$ cat src/hdl/sjfs_pkg.sv
// ----------------------------------------------------------------------------
// SJF scheduler package
// Shared constants, command codes, queue entry types and cell control bundles.
// ----------------------------------------------------------------------------
package sjfs_pkg;

   localparam int QUEUE_DEPTH = 16;
   localparam int FILL_W      = $clog2(QUEUE_DEPTH + 1);

   localparam logic [1:0] CMD_TICK  = 2'd0;
   localparam logic [1:0] CMD_ADMIT = 2'd1;
   localparam logic [1:0] CMD_BLOCK = 2'd2;
   localparam logic [1:0] CMD_NOP   = 2'd3;

   typedef logic [FILL_W-1:0] fill_type;

   typedef struct packed {
      logic [7:0]  pid;
      logic [15:0] burst;
   } ready_entry_type;

   typedef struct packed {
      logic [7:0]  pid;
      logic [15:0] burst;
      logic [15:0] io;
   } wait_entry_type;

   // broadcast to every ready cell
   typedef struct packed {
      logic            ins;
      logic            pop;
      ready_entry_type new_entry;
   } ready_ctrl_type;

   // broadcast to every waiting cell
   typedef struct packed {
      logic           ins;
      logic           pop;
      logic           dec;
      wait_entry_type new_entry;
   } wait_ctrl_type;

endpackage

$ cat src/hdl/sjf_ready_and_io_wait_scheduler.sv
// ----------------------------------------------------------------------------
// Shortest-job-first scheduler with I/O wait queue
// Two chains of cells hold a burst-sorted ready queue and an I/O-count-sorted
// waiting queue; commands admit, block and tick move processes between them.
// ----------------------------------------------------------------------------
//  channel  | handshake            | beat contents
//  ---------+----------------------+-------------------------------------------
//  request  | start, busy          | req_command, req_process_id,
//           |                      | req_burst_length, req_io_cycles
//  response | rsp_valid (strobe)   | rsp_head_valid, rsp_head_process_id,
//           |                      | rsp_head_burst, rsp_ready_count,
//           |                      | rsp_waiting_count, rsp_rejected
//
//  A request beat is taken when start is high and busy is low.
//  For admit, block and no-op the response strobe follows in the next cycle,
//  and a new request may be taken in that same cycle.
//  A tick moves the waiting-queue head to the ready queue one entry a cycle
//  while that head's count is zero, then decrements all counts; busy is high
//  until the decrement is done, and the response strobe follows it.
//  Synchronous reset empties both queues (fill counts only; slots stay as-is).
//  The response beat cannot be stalled; it is shown for exactly one cycle.
// ----------------------------------------------------------------------------
module sjf_ready_and_io_wait_scheduler import sjfs_pkg::*; (
   input  logic        clock,
   input  logic        reset,
   input  logic        start,
   output logic        busy,
   input  logic [1:0]  req_command,
   input  logic [7:0]  req_process_id,
   input  logic [15:0] req_burst_length,
   input  logic [15:0] req_io_cycles,
   output logic        rsp_valid,
   output logic        rsp_head_valid,
   output logic [7:0]  rsp_head_process_id,
   output logic [15:0] rsp_head_burst,
   output logic [4:0]  rsp_ready_count,
   output logic [4:0]  rsp_waiting_count,
   output logic        rsp_rejected
);

   localparam logic ST_IDLE = 1'b0;
   localparam logic ST_TICK = 1'b1;

   logic     state_ff, state_in;
   fill_type ready_fill_ff, ready_fill_in;
   fill_type waiting_fill_ff, waiting_fill_in;
   logic     rsp_valid_ff, rsp_valid_in;
   logic     rej_ff, rej_in;

   ready_ctrl_type  r_ctrl;
   wait_ctrl_type   w_ctrl;
   ready_entry_type r_entry [QUEUE_DEPTH];
   logic            r_stays [QUEUE_DEPTH];
   logic            r_occ   [QUEUE_DEPTH];
   wait_entry_type  w_entry [QUEUE_DEPTH];
   logic            w_stays [QUEUE_DEPTH];
   logic            w_occ   [QUEUE_DEPTH];

   logic            accept;
   logic            admit_ok;
   logic            block_ok;
   logic            ready_full;
   logic            waiting_full;
   logic            wait_release;
   logic [FILL_W:0] fill_sum;

   // ---------------------------------------------------------------------
   // Cell chains: each slot talks only to its two neighbors.
   // ---------------------------------------------------------------------
   genvar i;
   generate
      for (i = 0; i < QUEUE_DEPTH; i++) begin : g_cells
         ready_entry_type r_left;
         logic            r_left_stays;
         ready_entry_type r_right;
         wait_entry_type  w_left;
         logic            w_left_stays;
         wait_entry_type  w_right;

         assign r_occ[i] = fill_type'(i) < ready_fill_ff;
         assign w_occ[i] = fill_type'(i) < waiting_fill_ff;

         if (i == 0) begin : g_first
            // the front slot takes the new entry whenever it does not stay
            assign r_left       = r_ctrl.new_entry;
            assign r_left_stays = 1'b1;
            assign w_left       = w_ctrl.new_entry;
            assign w_left_stays = 1'b1;
         end else begin : g_mid
            assign r_left       = r_entry[i-1];
            assign r_left_stays = r_stays[i-1];
            assign w_left       = w_entry[i-1];
            assign w_left_stays = w_stays[i-1];
         end

         if (i == QUEUE_DEPTH - 1) begin : g_last
            assign r_right = r_entry[i];
            assign w_right = w_entry[i];
         end else begin : g_inner
            assign r_right = r_entry[i+1];
            assign w_right = w_entry[i+1];
         end

         sjfs_ready_cell u_ready_cell (
            .clock       (clock),
            .ctrl        (r_ctrl),
            .occ         (r_occ[i]),
            .left_entry  (r_left),
            .left_stays  (r_left_stays),
            .right_entry (r_right),
            .entry       (r_entry[i]),
            .stays       (r_stays[i])
         );

         sjfs_wait_cell u_wait_cell (
            .clock       (clock),
            .ctrl        (w_ctrl),
            .occ         (w_occ[i]),
            .left_entry  (w_left),
            .left_stays  (w_left_stays),
            .right_entry (w_right),
            .entry       (w_entry[i]),
            .stays       (w_stays[i])
         );
      end
   endgenerate

   // ---------------------------------------------------------------------
   // Command decode
   // ---------------------------------------------------------------------
   assign busy         = (state_ff == ST_TICK);
   assign accept       = start && !busy;
   assign fill_sum     = {1'b0, ready_fill_ff} + {1'b0, waiting_fill_ff};
   assign admit_ok     = fill_sum < (FILL_W+1)'(QUEUE_DEPTH);
   assign block_ok     = (ready_fill_ff != '0);
   assign ready_full   = (ready_fill_ff == fill_type'(QUEUE_DEPTH));
   assign waiting_full = (waiting_fill_ff == fill_type'(QUEUE_DEPTH));

   // during a tick, release the waiting head while its count is zero
   assign wait_release = (state_ff == ST_TICK) && (waiting_fill_ff != '0) &&
                         (w_entry[0].io == 16'd0);

   always_comb begin
      r_ctrl.ins = (accept && (req_command == CMD_ADMIT) && admit_ok) ||
                   (wait_release && !ready_full);
      r_ctrl.pop = accept && (req_command == CMD_BLOCK) && block_ok;
      if (state_ff == ST_TICK) begin
         r_ctrl.new_entry.pid   = w_entry[0].pid;
         r_ctrl.new_entry.burst = w_entry[0].burst;
      end else begin
         r_ctrl.new_entry.pid   = req_process_id;
         r_ctrl.new_entry.burst = req_burst_length;
      end

      // block: ready head drops into the waiting queue with its I/O count
      w_ctrl.ins             = r_ctrl.pop && !waiting_full;
      w_ctrl.pop             = wait_release;
      w_ctrl.dec             = (state_ff == ST_TICK) && !wait_release;
      w_ctrl.new_entry.pid   = r_entry[0].pid;
      w_ctrl.new_entry.burst = r_entry[0].burst;
      w_ctrl.new_entry.io    = req_io_cycles;
   end

   always_comb begin
      ready_fill_in   = ready_fill_ff;
      waiting_fill_in = waiting_fill_ff;
      if (r_ctrl.ins) begin
         ready_fill_in = ready_fill_ff + fill_type'(1);
      end else if (r_ctrl.pop) begin
         ready_fill_in = ready_fill_ff - fill_type'(1);
      end
      if (w_ctrl.ins) begin
         waiting_fill_in = waiting_fill_ff + fill_type'(1);
      end else if (w_ctrl.pop) begin
         waiting_fill_in = waiting_fill_ff - fill_type'(1);
      end
   end

   always_comb begin
      state_in = state_ff;
      case (state_ff)
         ST_IDLE: begin
            if (accept && (req_command == CMD_TICK)) begin
               state_in = ST_TICK;
            end
         end
         ST_TICK: begin
            if (!wait_release) begin
               state_in = ST_IDLE;
            end
         end
         default: state_in = ST_IDLE;
      endcase
   end

   // respond once the state reflects the whole command
   assign rsp_valid_in = (accept && (req_command != CMD_TICK)) ||
                         ((state_ff == ST_TICK) && !wait_release);
   assign rej_in       = accept &&
                         (((req_command == CMD_ADMIT) && !admit_ok) ||
                          ((req_command == CMD_BLOCK) && !block_ok));

   always_ff @(posedge clock) begin
      if (reset) begin
         state_ff        <= ST_IDLE;
         ready_fill_ff   <= '0;
         waiting_fill_ff <= '0;
         rsp_valid_ff    <= 1'b0;
         rej_ff          <= 1'b0;
      end else begin
         state_ff        <= state_in;
         ready_fill_ff   <= ready_fill_in;
         waiting_fill_ff <= waiting_fill_in;
         rsp_valid_ff    <= rsp_valid_in;
         rej_ff          <= rej_in;
      end
   end

   // ---------------------------------------------------------------------
   // Response beat, read straight from the queue head and fill counts
   // ---------------------------------------------------------------------
   assign rsp_valid           = rsp_valid_ff;
   assign rsp_rejected        = rej_ff;
   assign rsp_head_valid      = block_ok;
   assign rsp_head_process_id = block_ok ? r_entry[0].pid   : 8'd0;
   assign rsp_head_burst      = block_ok ? r_entry[0].burst : 16'd0;
   assign rsp_ready_count     = 5'(ready_fill_ff);
   assign rsp_waiting_count   = 5'(waiting_fill_ff);

   // ---------------------------------------------------------------------
   // Assertions
   // ---------------------------------------------------------------------
   a_tick_goes_busy: assert property (@(posedge clock) disable iff (reset)
      (accept && (req_command == CMD_TICK)) |=> busy)
      else $error("accepted tick did not raise busy");

   a_tick_ends_with_beat: assert property (@(posedge clock) disable iff (reset)
      $fell(busy) |-> rsp_valid)
      else $error("tick finished without a response beat");

   a_no_beat_while_busy: assert property (@(posedge clock) disable iff (reset)
      !(rsp_valid && busy))
      else $error("response beat while a tick is still draining");

   a_capacity: assert property (@(posedge clock) disable iff (reset)
      fill_sum <= (FILL_W+1)'(QUEUE_DEPTH))
      else $error("queues together exceed their capacity");

endmodule

$ cat src/hdl/sjfs_ready_cell.sv
// ----------------------------------------------------------------------------
// Ready queue cell
// One slot of the burst-sorted ready queue: sorted insert and pop-head shift.
// ----------------------------------------------------------------------------
module sjfs_ready_cell import sjfs_pkg::*; (
   input  logic            clock,
   input  ready_ctrl_type  ctrl,
   input  logic            occ,
   input  ready_entry_type left_entry,
   input  logic            left_stays,
   input  ready_entry_type right_entry,
   output ready_entry_type entry,
   output logic            stays
);

   ready_entry_type entry_ff;
   ready_entry_type entry_in;

   // an occupied slot whose key is not above the new key keeps its place
   assign stays = occ && (entry_ff.burst <= ctrl.new_entry.burst);

   always_comb begin
      entry_in = entry_ff;
      if (ctrl.pop) begin
         entry_in = right_entry;
      end else if (ctrl.ins && !stays) begin
         entry_in = left_stays ? ctrl.new_entry : left_entry;
      end
   end

   always_ff @(posedge clock) begin
      entry_ff <= entry_in;
   end

   assign entry = entry_ff;

endmodule

$ cat src/hdl/sjfs_wait_cell.sv
// ----------------------------------------------------------------------------
// Waiting queue cell
// One slot of the I/O-count-sorted waiting queue: insert, pop, countdown.
// ----------------------------------------------------------------------------
module sjfs_wait_cell import sjfs_pkg::*; (
   input  logic           clock,
   input  wait_ctrl_type  ctrl,
   input  logic           occ,
   input  wait_entry_type left_entry,
   input  logic           left_stays,
   input  wait_entry_type right_entry,
   output wait_entry_type entry,
   output logic           stays
);

   wait_entry_type entry_ff;
   wait_entry_type entry_in;

   assign stays = occ && (entry_ff.io <= ctrl.new_entry.io);

   always_comb begin
      entry_in = entry_ff;
      if (ctrl.pop) begin
         entry_in = right_entry;
      end else if (ctrl.ins && !stays) begin
         entry_in = left_stays ? ctrl.new_entry : left_entry;
      end else if (ctrl.dec && (entry_ff.io != 16'd0)) begin
         entry_in.io = entry_ff.io - 16'd1;
      end
   end

   always_ff @(posedge clock) begin
      entry_ff <= entry_in;
   end

   assign entry = entry_ff;

endmodule

$ cat config.mk
export PLATFORM = sky130hd
export DESIGN_NAME = sjf_ready_and_io_wait_scheduler
export DESIGN_NICKNAME = d
export VERILOG_FILES = /design/src/hdl/sjfs_pkg.sv /design/src/hdl/sjf_ready_and_io_wait_scheduler.sv /design/src/hdl/sjfs_ready_cell.sv /design/src/hdl/sjfs_wait_cell.sv
export SDC_FILE = /design/constraint.sdc
export NUM_CORES = 2
export LEC_CHECK = 0
export BUFFER_PORTS_ARGS = -buffer_cell sky130_fd_sc_hd__clkbuf_2
export CELL_PAD_IN_SITES_DETAIL_PLACEMENT = 1
export CELL_PAD_IN_SITES_GLOBAL_PLACEMENT = 1
export CORE_ASPECT_RATIO = 1.1
export CORE_MARGIN = 4
export CORE_UTILIZATION = 30
export DETAILED_ROUTE_END_ITERATION = 6
export PLACE_DENSITY_LB_ADDON = 0.1
export SYNTH_ARGS = -nofsm -noshare
export SYNTH_HDL_FRONTEND = slang
export SYNTH_SLANG_ARGS = --single-unit
export TNS_END_PERCENT = 10
$ cat constraint.sdc
create_clock -name clock -period 5.2 [get_ports clock]
set_input_delay 0.26 -clock clock [delete_from_list [all_inputs] [get_ports clock]]
set_output_delay 0.26 -clock clock [all_outputs]
set_load 0.03 [all_outputs]
==> flow_metrics.tcl <==
set metrics [dict create \
    cp.required_ns 5.69 \
    fin_crit_ns 4.54 \
    syn_inst 7699 \
    min_from "req_process_id[7]" \
    crit_top_cell "o21a_1" \
    min_delay_path_depth 3 \
    dr.pass1.iters 5 \
    cp_top_family "compound AO/OA/AOI/OAI gates" \
    postCtsSetupBuffers 0 \
    ys.flop_type "edfxtp_1" \
    power_frac_seq_pct 43.1 \
    viasPerCell 5.94 \
    async_flop_share_pct 0 \
    p_int_mw 16.7 \
    combPwrFrac_pct 15.6 \
    synth_edf_count 1024 \
    dp_worst_setup_slack_ns 0.436 \
    synth-warning-count 0 \
    syn2layout_area_growth_pct 12.2 \
    first_global_vias 66380 \
    ff2ff_path_depth 12 \
    clock-sinks 1037 \
    regToRegSetupSlack_ns 0.66 \
    worst_r2r_endpoint "g_cells[8].u_ready_cell.entry[20]$_DFFE_PP_" \
    synth.net_count 8282 \
    clk_latency_ns 0.85 \
    power.density_nw_per_um2 282 \
    hold_path.class "input pin to flip-flop" \
    p_leak_nw 28.9 \
    cpPeakStageDelay_ns 0.77 \
    port_buffers 82 \
    crit_arrival_ns 5.04 \
    reg2reg_from "busy$_SDFF_PP0_" \
    numCtsBuffers 149 \
    crit_slowest_cell "o21ai_2" \
    drive_gt1_share_pct 11.3 \
    cts_root_buffer "clkbuf_16" \
    crit_fanout 23 \
    max_slew_margin_pct 17.4 \
    holdPathEnd "g_cells[15].u_ready_cell.entry[23]$_DFFE_PP_" \
    dieArea_um2 260000 \
    dp_hpwl_mm 237 \
    slew_viol_final 0 \
    h-tree-depth 4 \
    worst_slack_ns 0.656 \
    final_nets 8123 \
    path_clk_slew_ns 0.05 \
    power.total_mw 23.9 \
    nFillCells 27784 \
    avgSynthCellArea_um2 9.80 \
    clkPwrFrac_pct 41.3 \
    grt_pass1_wl_mm 481 \
    finalCritPeriodShare_pct 87.4 \
    seqCellArea_um2 31000 \
    grt_usage_pct 24.6 \
    endpoint_kind "flip-flop" \
    grt_max_degree 276 \
    yosysUniqueCellTypes 85 \
    rsz0062_at_grt "false" \
    fmax_ghz 0.220 \
    tightest_slew_ns 1.24 \
    yosysSeqAreaShare_pct 41.1 \
    peakVddDrop_mv 0.182 \
    clk_path_buf_depth 4 \
    drtAntennaViolNets 0 \
    sw_frac_of_total_pct 29.9 \
    gp_congestion 0.856 \
    core.rowCount 192 \
    cts_tree "yes" \
    die_w_um 486 \
    start_util_pct 30.2 \
    num_vias 65031 \
    ys_ff_latch 1037 \
    fp.dieH_um 534 \
    wl_mm 332 \
    cp_num_buf_inv 3 \
    multi_input_comb_area_um2 41600 \
    coreArea_um2 250000 \
    fin_worst_skew_ns 0.0910 \
    syn-cell-area_um2 75400 \
    setup.worst_path.start_class "flip-flop" \
    status "finished, final reports clean" \
    path_class "flip-flop to flip-flop" \
    drc_errors 0 \
    antenna_found_initial 6 \
    drt_iter0_markers 5338 \
    cap_viol_max_count 0 \
    io_pins 83 \
    crit_chain "mux2_2 > inv_2 > buf_12 > ha_1 > nor2b_1 > o21a_1 > o21a_1 > o21ai_0 > o211ai_1 > a21oi_1 > o21ai_2 > buf_4" \
    gr-total-overflow 0 \
    switchingPower_mw 7.15 \
    avgRoutedWirePerCell_um 30.4 \
    final-setup-viol-count 0 \
    final_cell_mix "1024 x edfxtp_1, 953 x nand2_1, 779 x o21ai_0" \
    finalHoldViolCount 0 \
    final_common_cell "edfxtp_1" \
]
==> flip-flops by register name (all words and copies together) (netlist names) <==
| name | count |
|---|---|
| g_cells.u_wait_cell.entry | 640 |
| g_cells.u_ready_cell.entry | 384 |
| rsp_ready_count | 5 |
| rsp_waiting_count | 5 |
| busy | 1 |
| rsp_rejected | 1 |
| rsp_valid | 1 |
==> through the flow <==
stage	setup TNS (ns)	hold slack [ns]	util, %	cells	cell area [um^2]
6_report	0	0.0440	33.9	10944	84700
5_1_grt	0	0.0507	33.9	10940	84700
4_1_cts	0	0.00475	33.9	10939	84700
3_5_place_dp	0	0.519	32.1	10676	80100
3_3_place_gp	0	0.505	32.1	10676	80100
2_1_floorplan	-147.17	0.329	-	7699	75500
==> synthesized netlist by cell type (all sizes together) (42+ instances only) <==
cell	instances	area, um^2
nand2	954	3580
nor3	69	377
nand3	398	1990
buf	225	1300
o311ai	644	5640
clkbuf	477	1790
xnor2	112	981
nor4	60	382
a21oi	295	1500
mux2	141	1590
a22oi	84	631
xor2	100	876
ha	538	6730
o211ai	47	353
nor2	258	971
nand2b	52	325
inv	110	413
or3	42	263
edfxtp	1024	30700
a221o	90	901
a21o	106	796
o21ai	881	4430
mux2i	508	5080
nand4	107	669
nor2b	66	413
==> timing repair <==
item	in CTS	in global routing
hold buffers	11	0
endpoints found under the hold margin	8	0
resized for setup	0	0
==> area by class of cell <==
cell class	instances	area share (%)
clock inverters	59	0.542
well taps	3298	4.87
clock buffers	193	4.75
repair buffers	392	3.59
diodes	5	0.0148
flip-flops and latches	1037	36.6
inverters	110	0.488
multi-input cells	5850	49.1
==> layer usage <==
layer / up-vias / track usage, % / routed length (um)
li1: 29639 / - / -
met1: 33096 / 31.9 / 145000
met2: 1699 / 41.3 / 157000
met3: 595 / 2.34 / 12600
met4: 2 / 11.9 / 18000
met5: - / 0 / 16
==> power groups by stage <==
stage / clock (mW) / combinational (mW) / sequential (mW)
detailed placement: 0 / 3.70 / 10.5
floorplan: 0 / 2.37 / 10.1
global placement: 0 / 3.56 / 10.4
CTS: 10.2 / 3.72 / 10.3
finish: 9.87 / 3.72 / 10.3
global route: 10.5 / 4.11 / 10.3
==> kinds of logic (layout without fill, tap and decap cells) <==
logic type                 Yosys count  in the layout  synth area share (%)
DFF                               1037           1037                  41.1
other                                0              5                     0
AOI/OAI and AO/OA                 2321           2321                  20.9
and+or+nand+nor                   2130           2130                  13.1
xor gates and xnor gates           212            212                  2.46
adders and majority gates          538            538                  8.92
buffers and inverters              812            754                  4.65
muxes                              649            649                  8.84
==> worst min-delay path, cell delays in order <==
cell	delay, ns
clkbuf_2	0.12
mux2_2	0.21
mux2_2	0.15
==> worst max-delay path by stage <==
stage / startpoint / to / cells past startpoint
after floorplan: busy$_SDFF_PP0_ / g_cells[11].u_ready_cell.entry[0]$_DFFE_PP_ / 13
after global placement: req_io_cycles[12] / g_cells[1].u_wait_cell.entry[0]$_DFFE_PP_ / 10
after detailed placement: req_io_cycles[12] / g_cells[1].u_wait_cell.entry[3]$_DFFE_PP_ / 10
after CTS: busy$_SDFF_PP0_ / g_cells[8].u_ready_cell.entry[9]$_DFFE_PP_ / 12
after global routing: busy$_SDFF_PP0_ / g_cells[8].u_ready_cell.entry[20]$_DFFE_PP_ / 12
final: busy$_SDFF_PP0_ / g_cells[8].u_ready_cell.entry[20]$_DFFE_PP_ / 12
(Power assumes the default switching activity.)
